`src/rtl/core/nhcd_pkg.sv`:
```
// ----------------------------------------------------------------------------
// nhcd_pkg
// Shared types and constants for the nibble handshake channel deframer.
// ----------------------------------------------------------------------------
package nhcd_pkg;

    localparam int SAMPLE_W  = 8;
    localparam int CFG_IDX_W = 2;
    localparam int CFG_DAT_W = 18;
    localparam int LIMIT_W   = 15;
    localparam int SCALE_W   = 18;
    localparam int OFFSET_W  = 12;
    localparam int NIB_W     = 4;
    localparam int POS_W     = 2;
    localparam int TICKS_W   = 12;
    localparam int CH_W      = 4;
    localparam int PULSE_W   = 15;
    localparam int PROD_W    = TICKS_W + SCALE_W;
    localparam int FRAC_W    = 16;
    localparam int US_W      = PROD_W + 1 - FRAC_W;
    localparam int DIFF_W    = US_W + 2;

    localparam int MAX_CHANNELS_DEF = 11;

    localparam logic [LIMIT_W-1:0]  TIMEOUT_RST = LIMIT_W'(25000);
    localparam logic [SCALE_W-1:0]  SCALE_RST   = SCALE_W'(56560);
    localparam logic [OFFSET_W-1:0] OFFSET_RST  = OFFSET_W'(1520);

    localparam logic [PROD_W:0]     ROUND_HALF  = (PROD_W+1)'(32'h8000);
    localparam logic [POS_W-1:0]    NIB_LAST    = POS_W'(2);

    localparam logic signed [DIFF_W-1:0] PULSE_MIN = -DIFF_W'(4095);
    localparam logic signed [DIFF_W-1:0] PULSE_MAX = DIFF_W'(16383);

    localparam int BIT_READY_N = 6;
    localparam int BIT_SYNC    = 3;
    localparam int BIT_DATA_N  = 7;

    typedef enum logic [CFG_IDX_W-1:0] {
        CFG_TIMEOUT = 2'd0,
        CFG_SCALE   = 2'd1,
        CFG_OFFSET  = 2'd2
    } cfg_reg_t;

    typedef enum logic {
        PH_READY = 1'b0,
        PH_IDLE  = 1'b1
    } phase_t;

    typedef struct packed {
        logic en;
        logic keep;
    } scale_ctl_t;

endpackage

```
`src/rtl/core/nhcd_scale.sv`:
```
// ----------------------------------------------------------------------------
// nhcd_scale
// Converts a tick count to microseconds with a Q16 scale, rounds half up,
// subtracts the offset and saturates; one multiply stage, one result stage.
// ----------------------------------------------------------------------------
module nhcd_scale
    import nhcd_pkg::*;
(
    input  logic                       clk,
    input  scale_ctl_t                 ctl,
    input  logic [TICKS_W-1:0]         ticks,
    input  logic [SCALE_W-1:0]         scale_q16,
    input  logic [OFFSET_W-1:0]        offset_us,
    output logic signed [PULSE_W-1:0]  pulse
);

    logic [PROD_W-1:0]          product_reg;
    logic                       keep_reg;
    logic signed [PULSE_W-1:0]  pulse_reg;
    logic [PROD_W:0]            rounded;
    logic [US_W-1:0]            us;
    logic signed [DIFF_W-1:0]   diff;
    logic signed [PULSE_W-1:0]  pulse_next;

    always_ff @(posedge clk)
    begin
        if (ctl.en)
        begin
            product_reg <= PROD_W'(ticks * scale_q16);
            keep_reg    <= ctl.keep;
            pulse_reg   <= pulse_next;
        end
    end

    always_comb
    begin
        rounded = {1'b0, product_reg} + ROUND_HALF;
        us      = rounded[PROD_W:FRAC_W];
        diff    = $signed({1'b0, us}) - $signed({{(DIFF_W-OFFSET_W){1'b0}}, offset_us});
        if (!keep_reg)
        begin
            pulse_next = '0;
        end
        else if (diff > PULSE_MAX)
        begin
            pulse_next = PULSE_MAX[PULSE_W-1:0];
        end
        else if (diff < PULSE_MIN)
        begin
            pulse_next = PULSE_MIN[PULSE_W-1:0];
        end
        else
        begin
            pulse_next = diff[PULSE_W-1:0];
        end
    end

    assign pulse = pulse_reg;

endmodule

```
`src/rtl/core/nibble_handshake_channel_deframer.sv`:
```
// ----------------------------------------------------------------------------
// nibble_handshake_channel_deframer
// Decodes a polled nibble handshake into scaled channel pulse widths.
//
// Each transaction on the s_axis channel carries one sample of the status
// byte. Every sample produces exactly one transaction on the m_axis channel,
// carrying the request line, any completed channel with its raw tick count
// and its scaled pulse width, and the sync, timeout and overrun flags.
// The cfg channel writes the timeout limit, the scale and the offset; it is
// always ready and should only be used while no samples are in flight.
// One sample is accepted every cycle while the result is not stalled. The
// four stages are the input register, the handshake state update, the
// scale multiplier and the result register.
// Reset empties the pipeline, returns the handshake to waiting for ready,
// clears the channel position and loads the default register values.
// When the receiver stalls, the whole pipeline holds and s_axis_tready
// falls until the pending result is taken.
// ----------------------------------------------------------------------------
module nibble_handshake_channel_deframer
    import nhcd_pkg::*;
#(
    parameter int MAX_CHANNELS = MAX_CHANNELS_DEF
)
(
    input  logic                  clk,
    input  logic                  rst_n,
    input  logic                  s_axis_tvalid,
    output logic                  s_axis_tready,
    // status_sample[7:0]
    input  logic [SAMPLE_W-1:0]   s_axis_tdata,
    output logic                  m_axis_tvalid,
    input  logic                  m_axis_tready,
    // request_data[0], channel_index[4:1], channel_ticks[16:5],
    // pulse_offset_us[31:17]
    output logic [31:0]           m_axis_tdata,
    // channel_valid[0], frame_sync[1], timed_out[2], channel_overrun[3]
    output logic [3:0]            m_axis_tuser,
    input  logic                  cfg_valid,
    output logic                  cfg_ready,
    input  logic [CFG_IDX_W-1:0]  cfg_index,
    input  logic [CFG_DAT_W-1:0]  cfg_data
);

    logic                   adv;

    logic [LIMIT_W-1:0]     timeout_limit_reg;
    logic [SCALE_W-1:0]     scale_q16_reg;
    logic [OFFSET_W-1:0]    offset_us_reg;

    logic                   v0_reg, v1_reg, v2_reg, v3_reg;
    logic [SAMPLE_W-1:0]    sample_reg;

    phase_t                 phase_reg, phase_next;
    logic [LIMIT_W-1:0]     wait_count_reg, wait_count_next;
    logic [POS_W-1:0]       pos_reg, pos_next;
    logic [TICKS_W-1:0]     partial_reg, partial_next;
    logic [CH_W-1:0]        next_ch_reg, next_ch_next;

    logic                   req_next, cvalid_next, sync_next, tout_next, ovr_next;
    logic [CH_W-1:0]        idx_next;
    logic [TICKS_W-1:0]     ticks_next;
    logic [NIB_W-1:0]       nib;
    logic [TICKS_W-1:0]     merged;
    logic [LIMIT_W:0]       wait_inc;
    logic                   satisfied;

    logic                   req1_reg, cvalid1_reg, sync1_reg, tout1_reg, ovr1_reg;
    logic [CH_W-1:0]        idx1_reg;
    logic [TICKS_W-1:0]     ticks1_reg;

    logic                   req2_reg, cvalid2_reg, sync2_reg, tout2_reg, ovr2_reg;
    logic [CH_W-1:0]        idx2_reg;
    logic [TICKS_W-1:0]     ticks2_reg;

    logic                   req3_reg, cvalid3_reg, sync3_reg, tout3_reg, ovr3_reg;
    logic [CH_W-1:0]        idx3_reg;
    logic [TICKS_W-1:0]     ticks3_reg;

    scale_ctl_t             scale_ctl;
    logic signed [PULSE_W-1:0] pulse;

    assign adv           = !v3_reg || m_axis_tready;
    assign s_axis_tready = adv;
    assign cfg_ready     = 1'b1;

    always_ff @(posedge clk or negedge rst_n)
    begin
        if (!rst_n)
        begin
            timeout_limit_reg <= TIMEOUT_RST;
            scale_q16_reg     <= SCALE_RST;
            offset_us_reg     <= OFFSET_RST;
        end
        else if (cfg_valid)
        begin
            case (cfg_index)
                CFG_TIMEOUT: timeout_limit_reg <= cfg_data[LIMIT_W-1:0];
                CFG_SCALE:   scale_q16_reg     <= cfg_data[SCALE_W-1:0];
                CFG_OFFSET:  offset_us_reg     <= cfg_data[OFFSET_W-1:0];
                default:     ;
            endcase
        end
    end

    always_ff @(posedge clk or negedge rst_n)
    begin
        if (!rst_n)
        begin
            v0_reg         <= 1'b0;
            v1_reg         <= 1'b0;
            v2_reg         <= 1'b0;
            v3_reg         <= 1'b0;
            phase_reg      <= PH_READY;
            wait_count_reg <= '0;
            pos_reg        <= '0;
            partial_reg    <= '0;
            next_ch_reg    <= '0;
        end
        else if (adv)
        begin
            v0_reg <= s_axis_tvalid;
            v1_reg <= v0_reg;
            v2_reg <= v1_reg;
            v3_reg <= v2_reg;
            if (v0_reg)
            begin
                phase_reg      <= phase_next;
                wait_count_reg <= wait_count_next;
                pos_reg        <= pos_next;
                partial_reg    <= partial_next;
                next_ch_reg    <= next_ch_next;
            end
        end
    end

    always_comb
    begin
        phase_next      = phase_reg;
        wait_count_next = wait_count_reg;
        pos_next        = pos_reg;
        partial_next    = partial_reg;
        next_ch_next    = next_ch_reg;
        cvalid_next     = 1'b0;
        sync_next       = 1'b0;
        tout_next       = 1'b0;
        ovr_next        = 1'b0;
        idx_next        = '0;
        ticks_next      = '0;
        nib             = {~sample_reg[BIT_DATA_N], sample_reg[5:3]};
        merged          = partial_reg | (TICKS_W'(nib) << {pos_reg, 2'b00});
        wait_inc        = {1'b0, wait_count_reg} + (LIMIT_W+1)'(1);
        satisfied       = (phase_reg == PH_READY) ? !sample_reg[BIT_READY_N]
                                                  : sample_reg[BIT_READY_N];
        if (satisfied)
        begin
            wait_count_next = '0;
            unique case (phase_reg)
                PH_READY:
                begin
                    if (pos_reg == NIB_LAST)
                    begin
                        cvalid_next  = 1'b1;
                        ticks_next   = merged;
                        pos_next     = '0;
                        partial_next = '0;
                        if (next_ch_reg >= CH_W'(MAX_CHANNELS))
                        begin
                            idx_next     = CH_W'(MAX_CHANNELS - 1);
                            ovr_next     = 1'b1;
                            next_ch_next = CH_W'(MAX_CHANNELS);
                        end
                        else
                        begin
                            idx_next     = next_ch_reg;
                            next_ch_next = next_ch_reg + CH_W'(1);
                        end
                    end
                    else
                    begin
                        pos_next     = pos_reg + POS_W'(1);
                        partial_next = merged;
                    end
                    phase_next = PH_IDLE;
                end
                PH_IDLE:
                begin
                    if (sample_reg[BIT_SYNC])
                    begin
                        sync_next    = 1'b1;
                        next_ch_next = '0;
                        pos_next     = '0;
                        partial_next = '0;
                    end
                    phase_next = PH_READY;
                end
            endcase
        end
        else if (wait_inc >= {1'b0, timeout_limit_reg})
        begin
            tout_next       = 1'b1;
            wait_count_next = '0;
            pos_next        = '0;
            partial_next    = '0;
            phase_next      = PH_READY;
        end
        else
        begin
            wait_count_next = wait_inc[LIMIT_W-1:0];
        end
        req_next = (phase_next == PH_READY);
    end

    always_ff @(posedge clk)
    begin
        if (adv)
        begin
            sample_reg  <= s_axis_tdata;

            req1_reg    <= req_next;
            cvalid1_reg <= cvalid_next;
            sync1_reg   <= sync_next;
            tout1_reg   <= tout_next;
            ovr1_reg    <= ovr_next;
            idx1_reg    <= idx_next;
            ticks1_reg  <= ticks_next;

            req2_reg    <= req1_reg;
            cvalid2_reg <= cvalid1_reg;
            sync2_reg   <= sync1_reg;
            tout2_reg   <= tout1_reg;
            ovr2_reg    <= ovr1_reg;
            idx2_reg    <= idx1_reg;
            ticks2_reg  <= ticks1_reg;

            req3_reg    <= req2_reg;
            cvalid3_reg <= cvalid2_reg;
            sync3_reg   <= sync2_reg;
            tout3_reg   <= tout2_reg;
            ovr3_reg    <= ovr2_reg;
            idx3_reg    <= idx2_reg;
            ticks3_reg  <= ticks2_reg;
        end
    end

    assign scale_ctl.en   = adv;
    assign scale_ctl.keep = cvalid1_reg;

    nhcd_scale u_scale
    (
        .clk       (clk),
        .ctl       (scale_ctl),
        .ticks     (ticks1_reg),
        .scale_q16 (scale_q16_reg),
        .offset_us (offset_us_reg),
        .pulse     (pulse)
    );

    assign m_axis_tvalid = v3_reg;
    assign m_axis_tdata  = {pulse, ticks3_reg, idx3_reg, req3_reg};
    assign m_axis_tuser  = {ovr3_reg, tout3_reg, sync3_reg, cvalid3_reg};

endmodule

```
`config.mk`:
```
export PLATFORM = sky130hd
export DESIGN_NAME = nibble_handshake_channel_deframer
export DESIGN_NICKNAME = d
export VERILOG_FILES = /design/src/rtl/core/nhcd_pkg.sv /design/src/rtl/core/nhcd_scale.sv /design/src/rtl/core/nibble_handshake_channel_deframer.sv
export SDC_FILE = /design/constraint.sdc
export NUM_CORES = 1
export LEC_CHECK = 0
export ABC_AREA = 1
export BUFFER_PORTS_ARGS = -buffer_cell sky130_fd_sc_hd__buf_4
export CAP_MARGIN = 40
export CORE_UTILIZATION = 45
export CTS_BUF_LIST = sky130_fd_sc_hd__clkbuf_8 sky130_fd_sc_hd__clkbuf_16
export DETAILED_ROUTE_END_ITERATION = 12
export MAX_ROUTING_LAYER = met4
export SYNTH_ARGS = -nofsm -noshare
export SYNTH_HDL_FRONTEND = slang
export SYNTH_SLANG_ARGS = --single-unit
```
`constraint.sdc`:
```
create_clock -name clk -period 8.6 [get_ports clk]
set_input_delay 0 -clock clk [delete_from_list [all_inputs] [get_ports clk]]
set_output_delay 0 -clock clk [all_outputs]
set_load 0.05 [all_outputs]
```
# After elaboration in Yosys (flattened, before gate mapping)
# Index checks and enable logic that the tools add are counted.
# Widths: inputs -> output; s select.
# word_totals
register_bits,199
inputBits,33
wordCells,105
# op_classes
add_sub_neg,5
n_mul,1
magnitude_cmp,4
eq_ne,6
shift,1
muxes,27
n_bitwise,7
n_reduce_logical,16
# ops
operator,count
$mux 12,4
$mux 15,3
$add 30x16->31 const B,1
$mul 12x18->30,1
$pmux 12 s2,1
$gt 17x15->1 const B,1
$lt 17x13->1 const B,1
$add 15x1->16 const B,1
$ge 16x15->1,1
$mux 4,4
$sub 15x12->16,1
$mux 14,1
$or 12x12->12,1
$shl 4x4->12,1
$reduce_and 2->1,5
$mux 2,4
$pmux 4 s2,1
$mux 1,7
$not 1->1,6
$reduce_and 5->1,1
$add 4x1->4 const B,1
$eq 2x2->1 const B,2
$ge 4x4->1 const B,1
$pmux 2 s2,1
other kinds (14),16

# Longest topological paths before layout
# Gate-level depths: netlist of run 1.
# depth
depth_word,6
depth_mapped,25
mapped_depth_nobuf,24

# Cells and area by module
# A second synthesis of run 1 with hierarchy kept.
# unflattened
hier_cells,1820
hier_area_um2,15574.9
# by_module_without_submodules
module,n_inst,cells_each,area_per_inst_um2,seq_area_each_um2
nhcd_scale,1,1206,9076.2,930.9
nibble_handshake_channel_deframer,1,614,6498.7,4145.2

# Least setup slack after synthesis of run 1
# OpenSTA, ideal clock, no wires.
# synth_path
path_kind,register -> register
startpoint,register ticks1_reg[11]
endpoint,register u_scale.product_reg[25] (data pin)
setup_time_ns,0.269
t_arrival_ns,4.907
required_time_ns,8.331
path_slack_ns,3.425
path_stages_with_launch,20
n_path_buf,2
synth_period_minus_slack_ns,5.175
path_cell_list,edfxtp_1 > clkbuf_1 > clkbuf_1 > nand2_1 > fa_1 > fa_1 > inv_1 > fa_1 > fa_1 > inv_1 > fa_1 > inv_1 > ha_1 > nand2_1 > nor2_1 > nand4_1 > o21ai_0 > a21oi_1 > o31ai_1 > xor2_1
# synth_via
elab_chain_cells,1
# synth_lines
element,line_no,rtl
from (decl),nibble_handshake_channel_deframer.sv:69,logic [TICKS_W-1:0] ticks1_reg;
from (signal assigned),nibble_handshake_channel_deframer.sv:225,ticks1_reg <= ticks_next;
$mul 12x18->30,nhcd_scale.sv:29,product_reg <= PROD_W'(ticks * scale_q16);
to (signal assigned),nhcd_scale.sv:29,
to (decl),nhcd_scale.sv:17,logic [PROD_W-1:0] product_reg;
# Every way passes these cells.
# A chain may end at the register's enable or synchronous reset.

# Worst setup path in the final report of run 1
# layout_path
startpoint,register ticks1_reg[4]
endpoint,register u_scale.product_reg[25] (data pin)
# The elaborated chain is that of the path after synthesis.

==> results of run 1 <==
## metrics by stage
stage | power (mW) | util | hold slack [ns]
global route | 6.95 | 0.513 | 0.0941
finish | 6.28 | 0.513 | 0.0490
detailed placement | 5.49 | 0.486 | -0.00728
CTS | 6.34 | 0.513 | 0.0542
floorplan | 4.49 | - | -0.296
global placement | 5.43 | 0.484 | 0.179
## logic make-up (layout without fill, tap and decap cells)
family,after synthesis,in the layout,share of synthesized area
xor+xnor,42,42,0.0237
buf+inv,486,557,0.121
fa+ha+maj,256,256,0.284
other cells,1,1,0.000242
flops,181,181,0.326
compound gates,173,173,0.0642
simple gates,659,659,0.179
mux,3,3,0.00218
## critical path, cell delays in order, from the launching register on
cell and delay, ns:
edfxtp_1 0.96, nand2_1 0.18, fa_1 0.59, fa_1 0.44, fa_1 0.49, inv_1 0.05, fa_1 0.53, inv_1 0.05
fa_1 0.54, inv_1 0.04, ha_1 0.30, nand2_1 0.10, nor2_1 0.15, nand4_1 0.09, o21ai_0 0.25, a21oi_1 0.17
o31ai_1 0.32, xor2_1 0.11
## routing by layer
metal | vias up | wire [um] | GRT usage
met5 | - | 0 | -
met4 | 0 | 705 | 0.0688
met3 | 57 | 1570 | 0.0296
met2 | 258 | 17000 | 0.370
met1 | 5550 | 16200 | 0.282
li1 | 5585 | - | -
## where the power goes
| group | switching (mW) | internal, mW | leakage [nW] |
|---|---|---|---|
| logic | 2.50 | 1.33 | 6.71 |
| clock network | 0.367 | 0.437 | 0.298 |
| registers | 0.310 | 1.33 | 2.08 |
## worst max path at each step
stage / to / slack [ns] / cells after the start
detailed placement: u_scale.product_reg[24]$_DFFE_PN_ / 2.89 / 20
global placement: u_scale.product_reg[24]$_DFFE_PN_ / 2.93 / 20
global route: u_scale.product_reg[21]$_DFFE_PN_ / 2.61 / 18
finish: u_scale.product_reg[25]$_DFFE_PN_ / 2.97 / 17
CTS: u_scale.product_reg[24]$_DFFE_PN_ / 2.87 / 20
floorplan: u_scale.product_reg[25]$_DFFE_PN_ / 3.42 / 19
## timing repair
action / CTS / global route
endpoints found under the hold margin: 126 / 0
hold buffers: 28 / 0
gates resized for setup: 0 / 0
## area by class of cell
type,instances,area share
Clock buffer,17,0.0246
Clock inverter,15,0.00999
Inverter,420,0.0913
Multi-Input combinational cell,1134,0.496
Sequential cell,181,0.292
Tap cell,448,0.0324
Timing Repair Buffer,105,0.0535
## cells in the mapped netlist (all sizes together) (15+ instances only)
cell and instances:
dfrtp 62, clkbuf 53, o21ai 78, xor2 27, xnor2 15, nand3 46
edfxtp 98, dfstp 21, nand2 482, a21oi 60, nor2 84, inv 419
fa 160, ha 96, nand4 16
==> flow_metrics.env, run 1 <==
export IMPL_dp_cells=2259
export IMPL_finalInstanceArea_um2=17300
export IMPL_fin_nets=2148
export IMPL_status="complete, no violations"
export IMPL_grt_max_degree=67
export IMPL_path_max_fanout=19
export IMPL_fin_tns_setup_ns=0
export IMPL_vias_per_cell=4.94
export IMPL_nFillCells=3227
export IMPL_timing_rr_start="ticks1_reg[4]$_SDFFCE_PP0N_"
export IMPL_r2r_cells=17
export IMPL_crit_type="flip-flop to flip-flop"
export IMPL_fin_ws_ns=2.97
export IMPL_wl_per_cell_um=15.3
export IMPL_clock_path_buffers=2
export IMPL_drv_cap=0
export IMPL_timing_rr_end="u_scale.product_reg[25]$_DFFE_PN_"
export IMPL_fin_cells=2320
export IMPL_n_antenna_cell=0
export IMPL_power_leakage_nw=9.09
export IMPL_largest_reg_flops=18
export IMPL_critPathLaunch="ticks1_reg[4]$_SDFFCE_PP0N_"
export IMPL_grt_usage=0.223
export IMPL_io_buffer_count=67
export IMPL_final_setup_viol_count=0
export IMPL_drv_slew=0
export IMPL_area_delta_synth_final_pct=11.6
export IMPL_final_layout_size_suffix_gt1_frac=0.0988
export IMPL_coreArea_um2=33700
export IMPL_netlist_instances=1801
export IMPL_synthesis_nets=2090
export IMPL_rrSetupSlack_ns=2.97
export IMPL_cts_buffers_inserted=17
export IMPL_rows=67
export IMPL_synth_avg_cell_area_um2=8.60
export IMPL_die_area_um2=35200
export IMPL_grt_overflow=0
export IMPL_first_pass_iters=5
export IMPL_io_pin_count=72
export IMPL_tightest_slew_ns=0.932
export IMPL_synth_area_leader_cell="fa_1"
export IMPL_yosys_warnings=0
export IMPL_clk_latency_ns=0.45
export IMPL_fin_crit_sh=0.655
export IMPL_initial_utilization=0.460
export IMPL_vias=11500
export IMPL_htree_levels=4
export IMPL_placed_area_um2=16400
export IMPL_place_hpwl_um=26800
export IMPL_drt_initial_drc_count=621
export IMPL_grt_pass1_vias=12100
export IMPL_synth_seq_cells=181
export IMPL_synth_top_area_frac=0.207
export IMPL_hp_class="input port to async pin"
export IMPL_worstPathArrival_ns=5.83
export IMPL_clkSinkCount=181
export IMPL_max_freq_ghz=0.177
export IMPL_chipWidth_um=188
export IMPL_netlist_cell_type_count=52
export IMPL_syn_area_um2=15500
export IMPL_place_gp_congestion=0.901
export IMPL_power_density_nw_per_um2=363
export IMPL_cp_end_kind="flip-flop"
export IMPL_regArea_um2=5050
export IMPL_grt_pass1_wl_um=60000
export IMPL_async_flop_share=0.459
export IMPL_irDropWorstVdd_v=0.000238
export IMPL_place_ws_ns=2.89
export IMPL_synth_ff_type="edfxtp_1"
export IMPL_drt_total_wl_um=35500
export IMPL_multi_input_area_um2=8580
export IMPL_period_minus_slack_ns=5.63
export IMPL_fin_skew_ns=0.0168
export IMPL_cts_root_buffer="clkbuf_16"
export IMPL_clkTransAtPathRegs_ns=0.07
export IMPL_drtAntennaViolNets=0
export IMPL_drt_drc_violations_left=0
export IMPL_cts_tree="done"
export IMPL_synth_edff_count=98
export IMPL_slew_headroom=0.379
export IMPL_rsz0062_at_grt="no"
export IMPL_start_kind="flip-flop"
export IMPL_final_cell_mix="nand2_1, inv_1, fa_1, edfxtp_1, ha_1"
export IMPL_synth_area_leaders="fa_1, edfxtp_1, nand2_1"
export IMPL_worstPathRequired_ns=8.79
export IMPL_post_cts_buffers=0
export IMPL_dieHeight_um=188
export IMPL_final_common_cell="nand2_1"
export IMPL_antenna_found_initial=0
export IMPL_yosysSeqAreaShare=0.326
export IMPL_hold_viol=0
Note: power is estimated with default switching activity, not from simulation.
==> run 2, diff against run 1 <==
==> constraint.sdc (replaced) <==
create_clock -name clk -period 4.7 [get_ports clk]
set_input_delay 0 -clock clk [delete_from_list [all_inputs] [get_ports clk]]
set_output_delay 0 -clock clk [all_outputs]
set_load 0.05 [all_outputs]
==> run 2 against run 1 <==
Against the previous run:
- the run now ends with negative setup slack left
- worst setup slack lost 3.2 ns
- sequential share of layout area shrank 2.7 points
- critical path depth grew 3
- largest power group unchanged
- die area is the same
- core utilization grew 5.2 points
- clock power grew 88%
- power grew 130%
- final cell count grew 5.4%
- first-iteration DRC count grew 31%
- combinational power grew to 2.7 times the previous value
- sequential cell count is the same
==> flow_metrics.env, run 2 (synthesized netlist as in run 1, its figures left out) <==
export IMPL_final_setup_viol_count=14
export IMPL_io_pin_count=72
export IMPL_chipWidth_um=188
export IMPL_power_leakage_nw=9.84
export IMPL_critical_path_top_delay_family="adder cells"
export IMPL_htree_levels=4
export IMPL_power_density_nw_per_um2=760
export IMPL_worstPathArrival_ns=5.08
export IMPL_hp_class="input port to flip-flop"
export IMPL_io_buffer_count=67
export IMPL_grt_overflow=0
export IMPL_final_cell_mix="nand2_1, inv_1, buf_4, fa_1, edfxtp_1"
export IMPL_worst_hold_startpoint="cfg_index[1]"
export IMPL_place_hpwl_um=29000
export IMPL_violations="negative setup slack"
export IMPL_r2r_cells=20
export IMPL_initial_utilization=0.460
export IMPL_clock_path_buffers=2
export IMPL_first_pass_iters=7
export IMPL_cts_buffers_inserted=17
export IMPL_timing_rr_end="u_scale.product_reg[21]$_DFFE_PN_"
export IMPL_max_stage_delay_ns=0.57
export IMPL_clkTransAtPathRegs_ns=0.08
export IMPL_max_freq_ghz=0.205
export IMPL_worstPathRequired_ns=4.90
export IMPL_final_common_cell="nand2_1"
export IMPL_die_area_um2=35200
export IMPL_fin_skew_ns=0.0212
export IMPL_crit_path_top_delay_cell="dfstp_2"
export IMPL_vias=11900
export IMPL_irDropWorstVdd_v=0.000471
export IMPL_timing_rr_start="scale_q16_reg[4]$_DFFE_PN1P_"
export IMPL_place_gp_congestion=0.921
export IMPL_drtAntennaViolNets=0
export IMPL_n_antenna_cell=0
export IMPL_rrSetupSlack_ns=-0.18
export IMPL_area_delta_synth_final_pct=22.9
export IMPL_crit_chain="buf_12 -> nand2_4 -> fa_2 -> inv_2 -> fa_1 -> fa_1 -> fa_1 -> inv_1 -> fa_1 -> inv_2 -> ha_4 -> a21oi_4 -> o21ai_1 -> a21oi_2 -> o21ai_2 -> a21oi_2 -> buf_4 -> nor2_4 -> nor2_2 -> xnor2_1"
export IMPL_final_layout_size_suffix_gt1_frac=0.220
export IMPL_fin_tns_setup_ns=-1.44
export IMPL_rows=67
export IMPL_status="finished with violations"
export IMPL_drt_drc_violations_left=0
export IMPL_place_ws_ns=-0.293
export IMPL_drv_slew=0
export IMPL_drt_total_wl_um=37200
export IMPL_nFillCells=3068
export IMPL_drv_cap=0
export IMPL_period_minus_slack_ns=4.88
export IMPL_cp_common_cell="fa_1"
export IMPL_path_max_fanout=4
export IMPL_crit_buf_inv=5
export IMPL_cts_tree="done"
export IMPL_coreArea_um2=33700
export IMPL_largest_reg_flops=18
export IMPL_fin_crit_sh=1.04
export IMPL_grt_max_degree=69
export IMPL_fin_nets=2274
export IMPL_grt_pass1_vias=11900
export IMPL_cts_root_buffer="clkbuf_16"
export IMPL_drt_initial_drc_count=813
export IMPL_dieHeight_um=188
export IMPL_rsz0062_at_grt="yes"
export IMPL_hold_end="timeout_limit_reg[11]$_DFFE_PN0P_"
export IMPL_min_path_cells=4
export IMPL_grt_usage=0.225
export IMPL_tightest_slew_ns=0.861
export IMPL_vias_per_cell=4.88
export IMPL_antenna_found_initial=0
export IMPL_clk_latency_ns=0.45
export IMPL_wl_per_cell_um=15.2
export IMPL_cp_end_kind="flip-flop"
export IMPL_crit_type="flip-flop to flip-flop"
export IMPL_fin_ws_ns=-0.184
export IMPL_clkSinkCount=181
export IMPL_start_kind="flip-flop"
export IMPL_slew_headroom=0.426
export IMPL_grt_pass1_wl_um=60400
export IMPL_hold_viol=0
run 2: tightest hold or removal path: stages:
cell,delay (ns)
buf_4,0.09
inv_1,0.04
nand3_1,0.18
o21ai_0,0.11
run 2: routing by layer:
metal	up-vias	GRT usage	part of all wire
met1	5822	0.301	0.47
met2	230	0.364	0.48
met5	-	-	0
met4	0	0.0632	0.018
li1	5842	-	-
met3	35	0.0232	0.033
run 2: report_power, final:
group | switching, mW | total [mW] | internal [mW] | leakage, nW
clock network | 0.771 | 1.51 | 0.742 | 0.301
logic | 5.90 | 10.2 | 4.29 | 7.46
registers | 0.336 | 2.77 | 2.44 | 2.08
run 2: how the worst max path moves through the flow:
stage,from,to,slack (ns),cells past startpoint
after global routing,scale_q16_reg[5]$_DFFE_PN1P_,u_scale.product_reg[23]$_DFFE_PN_,-0.39,22
after global placement,scale_q16_reg[2]$_DFFE_PN0P_,u_scale.product_reg[21]$_DFFE_PN_,-0.23,21
after floorplan,scale_q16_reg[14]$_DFFE_PN1P_,u_scale.product_reg[29]$_DFFE_PN_,-0.03,17
final,scale_q16_reg[4]$_DFFE_PN1P_,u_scale.product_reg[21]$_DFFE_PN_,-0.18,20
after detailed placement,ticks1_reg[8]$_SDFFCE_PP0N_,u_scale.product_reg[25]$_DFFE_PN_,-0.29,20
after CTS,scale_q16_reg[4]$_DFFE_PN1P_,u_scale.product_reg[21]$_DFFE_PN_,-0.20,20
run 2: repair_timing:
item / 4_1_cts / 5_1_grt
pin swaps: 19 / 36
hold buffers: 25 / 0
buffers inserted: 15 / 7
setup endpoints to repair: 15 / 15
gates cloned: 0 / 1
gates resized for setup: 35 / 65
hold endpoints to repair: 85 / 0
run 2: layout make-up:
type | instances | area, um2 | share of cell area
Timing Repair Buffer | 231 | 2000 | 0.105
Tap cell | 448 | 561 | 0.0294
Multi-Input combinational cell | 1134 | 9220 | 0.484
Inverter | 420 | 1580 | 0.0829
Clock buffer | 17 | 425 | 0.0223
Clock inverter | 15 | 210 | 0.0110
Sequential cell | 181 | 5050 | 0.265
run 2: through the flow:
stage	utilization	power, mW	area (um2)	hold WS (ns)	cells
after floorplan	-	9.08	16000	-0.296	1801
after global placement	0.520	11.8	17500	0.0271	2364
after detailed placement	0.521	11.9	17600	0.0288	2366
after CTS	0.555	13.9	18700	0.0126	2438
after global routing	0.565	15.7	19000	0.0305	2446
final	0.565	14.5	19000	0.0156	2446
